[src/design/piecewise_linear_interpolator_macros.svh]
// assertion macros of the interpolator
// no dependencies; included by the top level
`ifndef PIECEWISE_LINEAR_INTERPOLATOR_MACROS_SVH
`define PIECEWISE_LINEAR_INTERPOLATOR_MACROS_SVH

// implication checked on every rising clock edge outside reset
`define PIL_ASSERT(lbl, clk, rst, prop, msg) \
   lbl: assert property (@(posedge clk) disable iff (rst) prop) else $error(msg);

// condition that must never be seen outside reset
`define PIL_NEVER(lbl, clk, rst, cond, msg) \
   lbl: assert property (@(posedge clk) disable iff (rst) !(cond)) else $error(msg);

`endif

[src/design/pil_pkg.sv]
// types and constants of the piecewise linear interpolator
// no dependencies
package pil_pkg;

   localparam int MAX_POINTS  = 16;
   localparam int INDEX_WIDTH = 4;
   localparam int COUNT_WIDTH = 5;

   localparam logic CMD_LOAD = 1'b0;
   localparam logic CMD_EVAL = 1'b1;

   localparam logic [COUNT_WIDTH-1:0] COUNT_RESET = COUNT_WIDTH'(2);
   localparam int COUNT_MIN = 2;

   typedef enum logic [3:0] {
      ST_IDLE,
      ST_WAIT_FIRST,
      ST_FIRST,
      ST_WAIT_NEXT,
      ST_SCAN,
      ST_MUL,
      ST_DIV_INIT,
      ST_DIV,
      ST_FINISH,
      ST_PUSH
   } state_type;

   typedef struct packed {
      logic write_point;
      logic start_eval;
      logic take_first;
      logic take_left;
      logic take_last;
      logic take_right;
      logic mul_step;
      logic div_start;
      logic div_step;
      logic finish;
      logic push;
   } ctl_cmd_type;

   typedef struct packed {
      logic below_time;
      logic at_end;
      logic mul_last;
      logic div_last;
   } dp_status_type;

endpackage

[src/design/pil_controller.sv]
// interpolator controller: sequences search, multiply, divide and output
// depends on pil_pkg
module pil_controller import pil_pkg::*; (
   input  logic          clock,
   input  logic          reset,
   input  logic          req_valid,
   output logic          req_ready,
   input  logic          req_command,
   output logic          rsp_valid,
   input  logic          rsp_ready,
   input  dp_status_type status,
   output ctl_cmd_type   cmd
);

   state_type state_ff, state_in;
   logic      out_valid_ff, out_valid_in;

   // state and output valid registers
   always_ff @(posedge clock) begin
      if (reset) begin
         state_ff     <= ST_IDLE;
         out_valid_ff <= 1'b0;
      end else begin
         state_ff     <= state_in;
         out_valid_ff <= out_valid_in;
      end
   end

   // next state and commands
   always_comb begin
      state_in     = state_ff;
      cmd          = '0;
      req_ready    = 1'b0;
      out_valid_in = out_valid_ff & ~rsp_ready;
      case (state_ff)
         ST_IDLE: begin
            req_ready = 1'b1;
            if (req_valid) begin
               if (req_command == CMD_LOAD) begin
                  cmd.write_point = 1'b1;
               end else begin
                  cmd.start_eval = 1'b1;
                  state_in       = ST_WAIT_FIRST;
               end
            end
         end
         ST_WAIT_FIRST: state_in = ST_FIRST;
         ST_FIRST: begin
            if (status.below_time) begin
               cmd.take_first = 1'b1;
               state_in       = ST_PUSH;
            end else begin
               cmd.take_left = 1'b1;
               state_in      = ST_WAIT_NEXT;
            end
         end
         ST_WAIT_NEXT: state_in = ST_SCAN;
         ST_SCAN: begin
            if (status.at_end) begin
               cmd.take_last = 1'b1;
               state_in      = ST_PUSH;
            end else if (status.below_time) begin
               cmd.take_right = 1'b1;
               state_in       = ST_MUL;
            end else begin
               cmd.take_left = 1'b1;
               state_in      = ST_WAIT_NEXT;
            end
         end
         ST_MUL: begin
            cmd.mul_step = 1'b1;
            if (status.mul_last) begin
               state_in = ST_DIV_INIT;
            end
         end
         ST_DIV_INIT: begin
            cmd.div_start = 1'b1;
            state_in      = ST_DIV;
         end
         ST_DIV: begin
            cmd.div_step = 1'b1;
            if (status.div_last) begin
               state_in = ST_FINISH;
            end
         end
         ST_FINISH: begin
            cmd.finish = 1'b1;
            state_in   = ST_PUSH;
         end
         ST_PUSH: begin
            if (!out_valid_ff || rsp_ready) begin
               cmd.push     = 1'b1;
               out_valid_in = 1'b1;
               state_in     = ST_IDLE;
            end
         end
         default: state_in = ST_IDLE;
      endcase
   end

   assign rsp_valid = out_valid_ff;

endmodule

[config.mk]
export PLATFORM = sky130hd
export DESIGN_NAME = pil_controller
export DESIGN_NICKNAME = d
export VERILOG_FILES = /design/src/design/piecewise_linear_interpolator_macros.svh /design/src/design/pil_pkg.sv /design/src/design/pil_controller.sv
export SDC_FILE = /design/constraint.sdc
export NUM_CORES = 1
export LEC_CHECK = 0
export ABC_AREA = 0
export BUFFER_PORTS_ARGS = -buffer_cell sky130_fd_sc_hd__buf_2
export CAP_MARGIN = 10
export CORE_AREA = 4 4 41 43
export CTS_BUF_LIST = sky130_fd_sc_hd__clkbuf_4 sky130_fd_sc_hd__clkbuf_8
export CTS_CLUSTER_SIZE = 12
export DETAILED_ROUTE_END_ITERATION = 8
export DIE_AREA = 0 0 45 47
export GPL_ROUTABILITY_DRIVEN = 0
export SLEW_MARGIN = 20
export SYNTH_ARGS = -nofsm -noshare
export SYNTH_HDL_FRONTEND = slang
export SYNTH_SLANG_ARGS = --single-unit
[constraint.sdc]
create_clock -name clock -period 1.9 [get_ports clock]
set_clock_uncertainty 0.15 [all_clocks]
set_input_delay 0.38 -clock clock [delete_from_list [all_inputs] [get_ports clock]]
set_output_delay 0.38 -clock clock [all_outputs]
set_load 0.02 [all_outputs]
==> reports/results.tsv <==
stage	metric	value	unit
outcome	status	finished, final reports clean	
worst_setup_path	critPathSlowestCell	dfxtp_4	
global_route	antenna_found_initial	0	
clocking	cts_tree	yes	
worst_setup_path	cp-endpoint	cmd[9]	
worst_setup_path	critPathKind	flip-flop to output pin	
global_route	grt_pass1_vias	511	
clocking	cts_hold_buf	0	
sta	drv_slew	0	
cells_and_area	diodes	0	
worst_setup_path	critical_path.max_fanout	16	
clocking	cts_root_buf	clkbuf_4	
pwr	p_leak	0.3099	nW
synthesis	syn_avg_cell_area	7.487	sq um
worst_setup_path	slowest_delay	0.41	ns
hold_path	hold_path.class	input port to flip-flop	
global_route	grt_usage	0.1384	
clocking	worstSkewPairLatency	0.24	ns
placement	dp_cells	96	
synthesis	ys_warn_count	0	
worst_setup_path	ff2ff_path_depth	5	
synthesis	synth.distinct_cells	30	
die	die_h	47	um
worst_setup_path	crit_chain	nor4_4 -> and3_1 -> buf_6	
die	ios	22	
worst_setup_path	start_kind	flip-flop	
worst_setup_path	arrival	1.33	ns
cells_and_area	num-nets-final	101	
worst_setup_path	r2r_start	state_ff[2]	
cells_and_area	syn2layout_area_growth	53.58	%
cells_and_area	multi_input_area	360.3	sq um
pwr	p_int	0.2472	mW
pwr	ir_drop	336.4	uV
cells_and_area	final_cell_mix	17 x buf_2, 8 x buf_4, 5 x nor3_1, 5 x nor2_1, 5 x a211oi_1	
drt	drc	0	
clocking	clk_pin_slew	0.04	ns
die	core-area	1301	sq um
cells_and_area	final_cells	106	
drt	ant_nets	0	
pwr	swShare	0.2964	
cells_and_area	fillers	128	
global_route	grt_overflow	0	
sta	rsz0062_at_grt	yes	
die	die_area	2115	sq um
worst_setup_path	endpoint_kind	output pin	
drt	viasPerCell	5.491	
synthesis	syn_inst	63	
sta	relSlewSlack	0.7987	
drt	drt-initial-drc-count	23	
synthesis	synthesis.nets	72	
global_route	grt_pass1_wl	2.159	mm
cells_and_area	final_common_cell	buf_2	
clocking	cts_buffers	3	
cells_and_area	layout-drive-gt1-share	0.5055	
sta	final_hold_viol_count	0	
drt	num_vias	582	
pwr	clkPwrFrac	0.387	
placement	dpl.hpwl	925.1	um
drt	post_drt_wl_per_cell	13.36	um
sta	period_needed	1.858	ns
placement	io_buffers	21	
die	start_util	0.3625	
worst_setup_path	critPathLaunch	state_ff[1]	
sta	setup_viol	0	
clocking	cts_sinks	5	
pwr	seqPwrFrac	0.326	
clocking	htree_levels	1	
synthesis	syn-cell-area	471.7	sq um
pwr	pwr-share-comb	0.287	
pwr	power.density	485.1	nW/um^2
placement	pre_cts_ws	0.1085	ns
sta	finalWorstSetupSlack	0.04178	ns
pwr	p_switching	0.1042	mW
flow_run	cap_violations	0	
die	core.rowCount	13	
worst_setup_path	r2r-end	state_ff[3]	
cells_and_area	seq_area	111.4	sq um
drt	routed_wl	1.416	mm
sta	finalCritPeriodShare	0.9780	
worst_setup_path	ff2ff_setup_slack	0.35	ns
die	die_x	45	um
sta	fmax	538.1	MHz
drt	drt-pass1-iter-count	4	
sta	worst_pin_slew	0.2935	ns
synthesis	synth_seq_cells	5	
synthesis	ys_seq_area_frac	0.2122	
global_route	grt_max_degree	17	
worst_setup_path	required	1.37	ns
clocking	clockBufferDepth	2	
-- state kept, by name, summed over array words and instances, names as in the netlist --
| signal | flops |
|---|---|
| rsp_valid | 1 |
| state_ff | 4 |
-- critical path: cells and delay by family, from the launching register on --
family                 cells  cell delay [ns]
buffers and inverters      1             0.12
AND/OR/NAND/NOR            2             0.55
flip-flops                 1             0.41
-- cell type report --
cell class                 count  share of cell area
multi-input combinational     50              0.4974
clock buffer                   4             0.04145
sequential                     5              0.1537
timing repair buffer          29              0.2625
inverter                       3             0.01900
tap                           15             0.02591
-- Yosys cell counts, drive strengths merged --
master	n	area, sq um
nor3b	1	7.510
nand2b	4	25.02
and3	3	18.77
nor2b	1	6.260
a32o	1	10.01
mux2i	1	10.01
a21oi	3	15.01
o21ai	4	20.01
nand4	1	6.260
o21a	1	7.510
nor2	5	18.77
dfxtp	5	100.1
nand3b	2	15.01
nor4	3	33.78
a22oi	2	15.01
and3b	1	8.760
nand2	3	11.26
nor4b	1	8.760
nand3	1	5.000
nor3	6	30.03
inv	3	11.26
a2111oi	1	15.01
buf	4	31.27
clkbuf	1	3.750
a211oi	5	37.54
-- power groups by stage --
stage	combinational [mW]	clock, mW	sequential [mW]
global route	0.107	0.152	0.115
CTS	0.0881	0.141	0.116
detailed placement	0.0791	0	0.119
floorplan	0.0579	0	0.113
finish	0.101	0.136	0.115
global placement	0.0780	0	0.119
-- logic make-up (layout without fill, tap and decap cells) --
group,after synthesis,in the layout,share of synthesized area
simple gates,32,32,0.4138
compound gates,17,17,0.2546
buf+inv,8,36,0.09811
mux,1,1,0.02122
flops,5,5,0.2122
-- what timing repair did --
item	4_1_cts	5_1_grt
gates resized for setup	9	12
setup buffers	4	2
hold endpoints to repair	0	0
setup endpoints to repair	11	6
pin swaps	3	5
-- through the flow --
step	util	setup TNS [ns]	hold WS, ns	cell area [sq um]	power (mW)
global placement	0.4519	0	0.4800	588.1	0.1974
CTS	0.5154	-0.02027	0.2309	670.6	0.3451
global route	0.5567	-0.01246	0.2423	724.4	0.3738
finish	0.5567	0	0.2460	724.4	0.3514
floorplan	-	-0.01698	0.2989	484.2	0.1705
detailed placement	0.4519	0	0.4784	588.1	0.1983
-- worst min-delay path by stage --
stage,cells after the start,end,from,slack (ns)
global route,2,state_ff[3],reset,0.24
CTS,2,state_ff[2],reset,0.23
floorplan,1,state_ff[3],reset,0.30
detailed placement,3,rsp_valid,rsp_valid,0.48
global placement,3,rsp_valid,rsp_valid,0.48
finish,2,state_ff[3],reset,0.25
-- per-layer routing --
layer  vias to the layer above  GRT usage  share of wire
met3                         2    0.03831          0.051
met5                         -          0              0
li1                        295          -              -
met1                       268     0.1621           0.42
met2                        17     0.2401           0.52
met4                         0    0.05263         0.0056
No activity file was read; power rests on OpenSTA's default activity.
