[config.mk]
export PLATFORM = sky130hd
export DESIGN_NAME = pil_datapath
export DESIGN_NICKNAME = d
export VERILOG_FILES = /design/src/design/piecewise_linear_interpolator_macros.svh /design/src/design/pil_pkg.sv /design/src/design/pil_datapath.sv
export SDC_FILE = /design/constraint.sdc
export NUM_CORES = 2
export LEC_CHECK = 0
export ABC_AREA = 0
export BUFFER_PORTS_ARGS = -buffer_cell sky130_fd_sc_hd__buf_2
export CORE_ASPECT_RATIO = 1.2
export CORE_MARGIN = 2
export CORE_UTILIZATION = 55
export DETAILED_ROUTE_END_ITERATION = 10
export PLACE_DENSITY = 0.76
export SLEW_MARGIN = 5
export SYNTH_ARGS = -nofsm -noshare
export SYNTH_HDL_FRONTEND = slang
export SYNTH_SLANG_ARGS = --single-unit
export TNS_END_PERCENT = 30
[constraint.sdc]
create_clock -name clock -period 7.12 [get_ports clock]
set_input_delay 0 -clock clock [delete_from_list [all_inputs] [get_ports clock]]
set_output_delay 0 -clock clock [all_outputs]
set_load 0.01 [all_outputs]
[src/design/piecewise_linear_interpolator_macros.svh]
// assertion macros of the interpolator
// no dependencies; included by the top level
`ifndef PIECEWISE_LINEAR_INTERPOLATOR_MACROS_SVH
`define PIECEWISE_LINEAR_INTERPOLATOR_MACROS_SVH

// implication checked on every rising clock edge outside reset
`define PIL_ASSERT(lbl, clk, rst, prop, msg) \
   lbl: assert property (@(posedge clk) disable iff (rst) prop) else $error(msg);

// condition that must never be seen outside reset
`define PIL_NEVER(lbl, clk, rst, cond, msg) \
   lbl: assert property (@(posedge clk) disable iff (rst) !(cond)) else $error(msg);

`endif

[src/design/pil_pkg.sv]
// types and constants of the piecewise linear interpolator
// no dependencies
package pil_pkg;

   localparam int MAX_POINTS  = 16;
   localparam int INDEX_WIDTH = 4;
   localparam int COUNT_WIDTH = 5;

   localparam logic CMD_LOAD = 1'b0;
   localparam logic CMD_EVAL = 1'b1;

   localparam logic [COUNT_WIDTH-1:0] COUNT_RESET = COUNT_WIDTH'(2);
   localparam int COUNT_MIN = 2;

   typedef enum logic [3:0] {
      ST_IDLE,
      ST_WAIT_FIRST,
      ST_FIRST,
      ST_WAIT_NEXT,
      ST_SCAN,
      ST_MUL,
      ST_DIV_INIT,
      ST_DIV,
      ST_FINISH,
      ST_PUSH
   } state_type;

   typedef struct packed {
      logic write_point;
      logic start_eval;
      logic take_first;
      logic take_left;
      logic take_last;
      logic take_right;
      logic mul_step;
      logic div_start;
      logic div_step;
      logic finish;
      logic push;
   } ctl_cmd_type;

   typedef struct packed {
      logic below_time;
      logic at_end;
      logic mul_last;
      logic div_last;
   } dp_status_type;

endpackage

[src/design/pil_datapath.sv]
// interpolator datapath: breakpoint memory, segment search registers,
// shift-add multiplier, restoring divider and result registers; uses pil_pkg
module pil_datapath import pil_pkg::*; #(
   parameter int DATA_WIDTH = 32
) (
   input  logic                          clock,
   input  logic                          reset,
   input  ctl_cmd_type                   cmd,
   output dp_status_type                 status,
   input  logic [INDEX_WIDTH-1:0]        point_index,
   input  logic signed [DATA_WIDTH-1:0]  point_time,
   input  logic signed [DATA_WIDTH-1:0]  point_value,
   input  logic signed [DATA_WIDTH-1:0]  sample_time,
   input  logic                          csr_write,
   input  logic [COUNT_WIDTH-1:0]        csr_data,
   output logic signed [DATA_WIDTH-1:0]  result_value,
   output logic [COUNT_WIDTH-1:0]        segment
);

   localparam int AW = $clog2(MAX_POINTS);
   localparam int DW = DATA_WIDTH;
   localparam int PW = 2 * DW + 1;
   localparam int CW = $clog2(DW + 2);

   // breakpoint memory
   logic signed [DW-1:0] times_mem [MAX_POINTS];
   logic signed [DW-1:0] values_mem [MAX_POINTS];
   logic signed [DW-1:0] rd_t_ff, rd_v_ff;

   logic [COUNT_WIDTH-1:0] count_ff, count_in;
   logic [COUNT_WIDTH-1:0] k_ff, k_in;
   logic signed [DW-1:0]   t_ff, lx_ff, ly_ff;
   logic [DW:0]            mag_ff;
   logic                   neg_ff;
   logic [DW-1:0]          dt_ff, d_ff;
   logic [PW-1:0]          prod_ff;
   logic [DW-1:0]          rem_ff;
   logic [DW:0]            quo_ff;
   logic [CW-1:0]          cnt_ff;
   logic signed [DW-1:0]   res_ff, out_res_ff;
   logic [COUNT_WIDTH-1:0] seg_ff, out_seg_ff;

   logic signed [DW:0]     dy, dt_full, d_full, sum;
   logic [DW:0]            trial;
   logic                   ge;
   logic                   in_range;

   // register write with clamping
   always_comb begin
      count_in = count_ff;
      if (csr_write) begin
         if (int'(csr_data) < COUNT_MIN) begin
            count_in = COUNT_WIDTH'(COUNT_MIN);
         end else if (int'(csr_data) > MAX_POINTS) begin
            count_in = COUNT_WIDTH'(MAX_POINTS);
         end else begin
            count_in = csr_data;
         end
      end
   end

   always_ff @(posedge clock) begin
      if (reset) begin
         count_ff <= COUNT_RESET;
      end else begin
         count_ff <= count_in;
      end
   end

   // memory write on load items, registered read at the search index
   assign in_range = int'(point_index) < MAX_POINTS;

   always_ff @(posedge clock) begin
      if (cmd.write_point && in_range) begin
         times_mem[AW'(point_index)]  <= point_time;
         values_mem[AW'(point_index)] <= point_value;
      end
      rd_t_ff <= times_mem[AW'(k_ff)];
      rd_v_ff <= values_mem[AW'(k_ff)];
   end

   // search index
   always_comb begin
      k_in = k_ff;
      if (cmd.start_eval) begin
         k_in = '0;
      end else if (cmd.take_left) begin
         k_in = k_ff + COUNT_WIDTH'(1);
      end
   end

   always_ff @(posedge clock) begin
      if (reset) begin
         k_ff <= '0;
      end else begin
         k_ff <= k_in;
      end
   end

   // segment operands
   assign dy      = {rd_v_ff[DW-1], rd_v_ff} - {ly_ff[DW-1], ly_ff};
   assign dt_full = {t_ff[DW-1], t_ff} - {lx_ff[DW-1], lx_ff};
   assign d_full  = {rd_t_ff[DW-1], rd_t_ff} - {lx_ff[DW-1], lx_ff};

   // divider step
   assign trial = {rem_ff, quo_ff[DW]};
   assign ge    = trial >= {1'b0, d_ff};

   // final sum lies between the two end values
   assign sum = neg_ff ? ({ly_ff[DW-1], ly_ff} - $signed(quo_ff))
                       : ({ly_ff[DW-1], ly_ff} + $signed(quo_ff));

   always_ff @(posedge clock) begin
      if (cmd.start_eval) begin
         t_ff <= sample_time;
      end
      if (cmd.take_left) begin
         lx_ff <= rd_t_ff;
         ly_ff <= rd_v_ff;
      end
      if (cmd.take_first) begin
         res_ff <= rd_v_ff;
         seg_ff <= '0;
      end
      if (cmd.take_last) begin
         res_ff <= ly_ff;
         seg_ff <= k_ff;
      end
      if (cmd.take_right) begin
         neg_ff  <= dy[DW];
         mag_ff  <= dy[DW] ? DW'(0) - dy : dy;
         dt_ff   <= dt_full[DW-1:0];
         d_ff    <= d_full[DW-1:0];
         prod_ff <= '0;
         cnt_ff  <= '0;
         seg_ff  <= k_ff;
      end
      // shift-add multiply, one bit of the time offset per cycle
      if (cmd.mul_step) begin
         prod_ff <= {prod_ff[PW-2:0], 1'b0} + (dt_ff[DW-1] ? PW'(mag_ff) : PW'(0));
         dt_ff   <= {dt_ff[DW-2:0], 1'b0};
         cnt_ff  <= cnt_ff + CW'(1);
      end
      if (cmd.div_start) begin
         rem_ff <= prod_ff[PW-1:DW+1];
         quo_ff <= prod_ff[DW:0];
         cnt_ff <= '0;
      end
      // restoring division, one quotient bit per cycle
      if (cmd.div_step) begin
         rem_ff <= ge ? DW'(trial - {1'b0, d_ff}) : trial[DW-1:0];
         quo_ff <= {quo_ff[DW-1:0], ge};
         cnt_ff <= cnt_ff + CW'(1);
      end
      if (cmd.finish) begin
         res_ff <= sum[DW-1:0];
      end
      if (cmd.push) begin
         out_res_ff <= res_ff;
         out_seg_ff <= seg_ff;
      end
   end

   assign status.below_time = t_ff < rd_t_ff;
   assign status.at_end     = k_ff == count_ff;
   assign status.mul_last   = cnt_ff == CW'(DW - 1);
   assign status.div_last   = cnt_ff == CW'(DW);

   assign result_value = out_res_ff;
   assign segment      = out_seg_ff;

endmodule

==> reports/results.txt <==
The slowest stage cell on the critical path is sky130_fd_sc_hd__nor4_1. The number of hold violations in the final report came out at 0. The final antenna-violating net count was 0; the cell area after technology mapping was 0.06787 mm^2.

Simple-gate portion of the synthesized area: 0.06161. The die is 388.8 um tall. The average wire length per cell after detail routing came out at 25.99 um. After global routing the overflow that remains totals 0. On the critical path the largest part of the delay comes from simple AND/OR/NAND/NOR gates. By startpoint and endpoint, the worst setup path is classified as flop to flop. In the final design database the tool counted 5029 nets. The overall global routing resource usage was 0.2635.

The number of gates resized after CTS was 0. The fraction of layout instances using a drive strength above 1 works out to 0.1752. The portion of the clock cycle consumed by the worst path in the final layout is 0.6852. Setup violations remaining at the end of the flow were counted as 0.

The number of setup buffers added after CTS is 0. Based on the critical path, the design can be clocked at up to 205.0 MHz. Yosys printed 0 warnings.

The worst register-to-register path has a setup slack of 2.24 ns. In this run the worst setup path begins at quo_ff[5]. For the final-layout setup total negative slack, the log shows 0 ns. In this run the worst setup path terminates at res_ff[29].

After detailed routing, the number of remaining DRC violations is 0. The instance count on the critical path was 16. At the pin with the least slew margin, the transition time is 1.211 ns. Number of input and output port buffers inserted: 159. The buffer and inverter count on the worst path works out to 0. The largest total area in the synthesized netlist belongs to sky130_fd_sc_hd__edfxtp_1. In this run the core area contains 141 standard-cell rows.

Xor and xnor area share after synthesis: 0.03110. The cell repeated most along the worst path is sky130_fd_sc_hd__a21oi_1. The number of global-route vias before repair is 39840.

The arrival time reported for the critical path endpoint is 5.38 ns. Number of antenna violations at the first check in global routing: 16. Dominant combinational cell family by area after synthesis: multiplexers. The tools report the net count after synthesis as 4668. The fraction of met3 tracks used by global routing is 0.06176.

The endpoint identified for the worst register-to-register timing path is res_ff[29]. Clock tree synthesis selected as its root buffer the cell sky130_fd_sc_hd__clkbuf_16. The run gives 0.5528 as the starting density of the core. Fraction of the yosys area taken by sequential cells: 0.6535.

The adder-cell share of the synthesized area was 0.04325. Along the worst path, the maximum fanout reaches 6. Dividing the detail-routed via count by the number of cells gives 6.223. Maximum number of pins on one net before global-route repair: 142. The tools report the number of max-slew violations in the final report as 0. Synthesis produced 4318 cells. The routed layout has 40120 vias. The reg-to-reg critical path startpoint is quo_ff[5]. Clock latency on the worst-skew pair: 0.80 ns. After the first detailed-routing iteration, the DRC count stood at 4242. The die covers 0.1262 mm^2.

The maximum clock skew at final layout came out at 0.03513 ns. The clock input transition at the sequential cells of the worst setup and hold paths was 0.07 ns. The maximum buffer depth of the clock tree was 3; the top-level port count was 160. Traced cell by cell, the critical path runs through or3_1 > nor4_1 > and2_1 > a21oi_1 > xnor2_1 > ha_1 > a21o_1 > a21o_1 > a21oi_1 > nor3b_1 > or3_1 > a21oi_1 > o21ai_0 > a221oi_1 > xor2_1 > mux2i_1. TritonCTS built the clock tree. The synthesized design contains 1502 register bits.

The width of the chip was 324.7 um. For the count of hold-fix buffers inserted at cts, the log shows 158. The clock tree synthesis step divided the H-tree into 4 levels.

Number of max-cap violations: 0. The compound-cell area share of the yosys netlist was 0.06933. The total power density per cell area was 292.0 mW/mm^2.

The run finished with clean final reports. The core region is 0.1228 mm^2. The busiest layer in global routing is met2.

Yosys mapped a number of flops with a built-in enable equal to 1427. The async set or reset register ratio after synthesis was 0. Kind of path behind the tightest hold check: input pin to flop.

From synthesis to final layout, the design area changed by 13.88%. The dominant synthesized flop cell was sky130_fd_sc_hd__edfxtp_1. The endpoint class of the critical path is a flop. The startpoint type of the worst setup path was a flop.

The worst register-to-register path has a depth of 16. Counting every sink on the clock net gives 1502. The logs give 0.3497 for the met1 usage and 95.72 mm for the half-perimeter wire length after placement. The run gives 167.6 mm as the total detailed-routing wirelength. The run gives 0.4333 as the met2 usage in global routing. For the number of CTS-inserted buffers, the log shows 146. The run gives 95 as the distinct cell type count after synthesis. After detailed placement, the total cell area comes to 0.07069 mm^2. After synthesis, the cell types taking the most area are sky130_fd_sc_hd__edfxtp_1, sky130_fd_sc_hd__mux4_2, sky130_fd_sc_hd__ha_1. The time the worst path needs with I/O delays and setup works out to 4.878 ns. The highest cell delay on the worst timing path was 0.73 ns; the first-pass iteration count of the detailed router was 5. The required time of the critical path came out at 7.62 ns.

Setup repair after global routing left no endpoint under its margin. The post-synthesis mux area share is 0.1208, and the worst-case headroom to the max-slew limit is 0.1718. The design area was 0.07729 mm^2. VDD sags by at most 0.0002119 V.

The first global-routing pass estimated 248.8 mm of wire. The fraction of post-synthesis cell area in the top cell type by area came out at 0.6313. The post-synthesis average cell area is 15.72 um^2, and the placer's final routability congestion estimate is 0.9124. The leakage power figure is 27.22 nW.
[cells by family after synthesis]
family                   Yosys count
adder cells (fa/ha/maj)          231
multiplexers                     415
AND/OR/NAND/NOR                  829
XOR/XNOR                         241
AO/OA/AOI/OAI                    735
buffers and inverters            365
flip-flops                      1502
[metrics by stage]
step	worst slack (ns)	cells	power (W)	hold WS, ns	utilization
2_1_floorplan	1.691	4318	0.01347	0.07733	-
3_3_place_gp	2.321	6017	0.01443	0.1782	0.5757
3_5_place_dp	2.285	6017	0.01451	0.1781	0.5757
4_1_cts	2.232	6443	0.02261	0.001704	0.6294
5_1_grt	1.808	6446	0.02338	0.02344	0.6295
6_report	2.242	6448	0.02257	0.05602	0.6295
[how the worst min path moves through the flow]
stage                                from               end  slack, ns  cells past startpoint
final                             cmd[10]  times_mem[1][27]       0.06                      3
after global routing       sample_time[0]           t_ff[0]       0.02                      2
after CTS                  sample_time[0]           t_ff[0]      0.002                      2
after detailed placement  sample_time[12]          t_ff[12]       0.18                      1
after global placement     sample_time[7]           t_ff[7]       0.18                      1
after floorplan                    cmd[9]           k_ff[0]       0.08                      1
[registers in the layout (all words and copies together) (netlist names), 6 cells and up]
register      flops
rd_t_ff          32
res_ff           32
dt_ff            32
mag_ff           33
cnt_ff            6
t_ff             32
rd_v_ff          32
quo_ff           33
d_ff             32
values_mem      512
lx_ff            32
prod_ff          65
result_value     32
ly_ff            32
times_mem       512
rem_ff           32
[per-layer routing]
layer  part of all wire  vias up  wire length [um]
met2               0.49     1901             82560
met1               0.39    20200             65970
li1                   -    17670                 -
met5            0.00077        -               129
met3              0.085      333             14250
met4              0.028       22              4661
[Yosys cell counts, types with 46 or more instances]
cell and count:
sky130_fd_sc_hd__xnor2_1 165, sky130_fd_sc_hd__ha_1 225, sky130_fd_sc_hd__a21o_1 102, sky130_fd_sc_hd__nand2_1 181, sky130_fd_sc_hd__xor2_1 76, sky130_fd_sc_hd__o21ai_0 158, sky130_fd_sc_hd__nand3_1 54, sky130_fd_sc_hd__nor2_1 224
sky130_fd_sc_hd__mux4_2 320, sky130_fd_sc_hd__inv_1 211, sky130_fd_sc_hd__dfxtp_1 75, sky130_fd_sc_hd__clkbuf_1 116, sky130_fd_sc_hd__a21oi_1 220, sky130_fd_sc_hd__edfxtp_1 1427, sky130_fd_sc_hd__nor3_1 66, sky130_fd_sc_hd__mux2i_1 60
sky130_fd_sc_hd__and2_1 46
[final cells by class]
cell class	count	area [um^2]
antenna	5	12.51
clock buffer	183	3979
multi-input combinational	2451	22260
fill	8589	45490
inverter	213	799.5
sequential	1502	44370
clock inverter	85	1027
tap	1644	2057
timing repair buffer	365	2795
[worst min-delay path, cell delays in order]
cell                     delay, ns
sky130_fd_sc_hd__buf_2        0.12
sky130_fd_sc_hd__or3b_2       0.34
sky130_fd_sc_hd__nor2_4       0.19
[power by group]
group | total (W) | internal [W] | switching, W
Sequential | 0.0108 | 0.0104 | 0.000368
Combinational | 0.00374 | 0.00160 | 0.00213
Clock | 0.00808 | 0.00463 | 0.00345
[cells in the final DEF, fill, tap and decap left out, types with 18 or more instances in the layout]
| cell type | count |
|---|---|
| sky130_fd_sc_hd__nor2b_1 | 43 |
| sky130_fd_sc_hd__o31ai_1 | 18 |
| sky130_fd_sc_hd__clkinv_2 | 28 |
| sky130_fd_sc_hd__nand4_1 | 23 |
| sky130_fd_sc_hd__dfxtp_1 | 71 |
| sky130_fd_sc_hd__clkbuf_16 | 151 |
| sky130_fd_sc_hd__mux4_2 | 320 |
| sky130_fd_sc_hd__dlygate4sd3_1 | 158 |
| sky130_fd_sc_hd__nand3_1 | 54 |
| sky130_fd_sc_hd__nor2_1 | 212 |
| sky130_fd_sc_hd__nand2b_1 | 36 |
| sky130_fd_sc_hd__xnor2_1 | 165 |
| sky130_fd_sc_hd__a21o_1 | 102 |
| sky130_fd_sc_hd__o21ai_0 | 158 |
| sky130_fd_sc_hd__buf_4 | 47 |
| sky130_fd_sc_hd__inv_1 | 211 |
| sky130_fd_sc_hd__nor4_1 | 23 |
| sky130_fd_sc_hd__ha_1 | 225 |
| sky130_fd_sc_hd__clkbuf_1 | 24 |
| sky130_fd_sc_hd__and2_1 | 46 |
| sky130_fd_sc_hd__nand2_1 | 180 |
| sky130_fd_sc_hd__o21bai_1 | 19 |
| sky130_fd_sc_hd__nor3_1 | 62 |
| sky130_fd_sc_hd__and3_1 | 33 |
| sky130_fd_sc_hd__or3_1 | 26 |
| sky130_fd_sc_hd__mux2_2 | 35 |
| sky130_fd_sc_hd__o21a_1 | 24 |
| sky130_fd_sc_hd__clkinv_1 | 21 |
| sky130_fd_sc_hd__mux2i_1 | 60 |
| sky130_fd_sc_hd__xor2_1 | 76 |
| sky130_fd_sc_hd__a31oi_1 | 32 |
| sky130_fd_sc_hd__edfxtp_1 | 1427 |
| sky130_fd_sc_hd__a21oi_1 | 220 |
| sky130_fd_sc_hd__a211oi_1 | 25 |
| sky130_fd_sc_hd__buf_2 | 156 |
(Power assumes the default switching activity.)
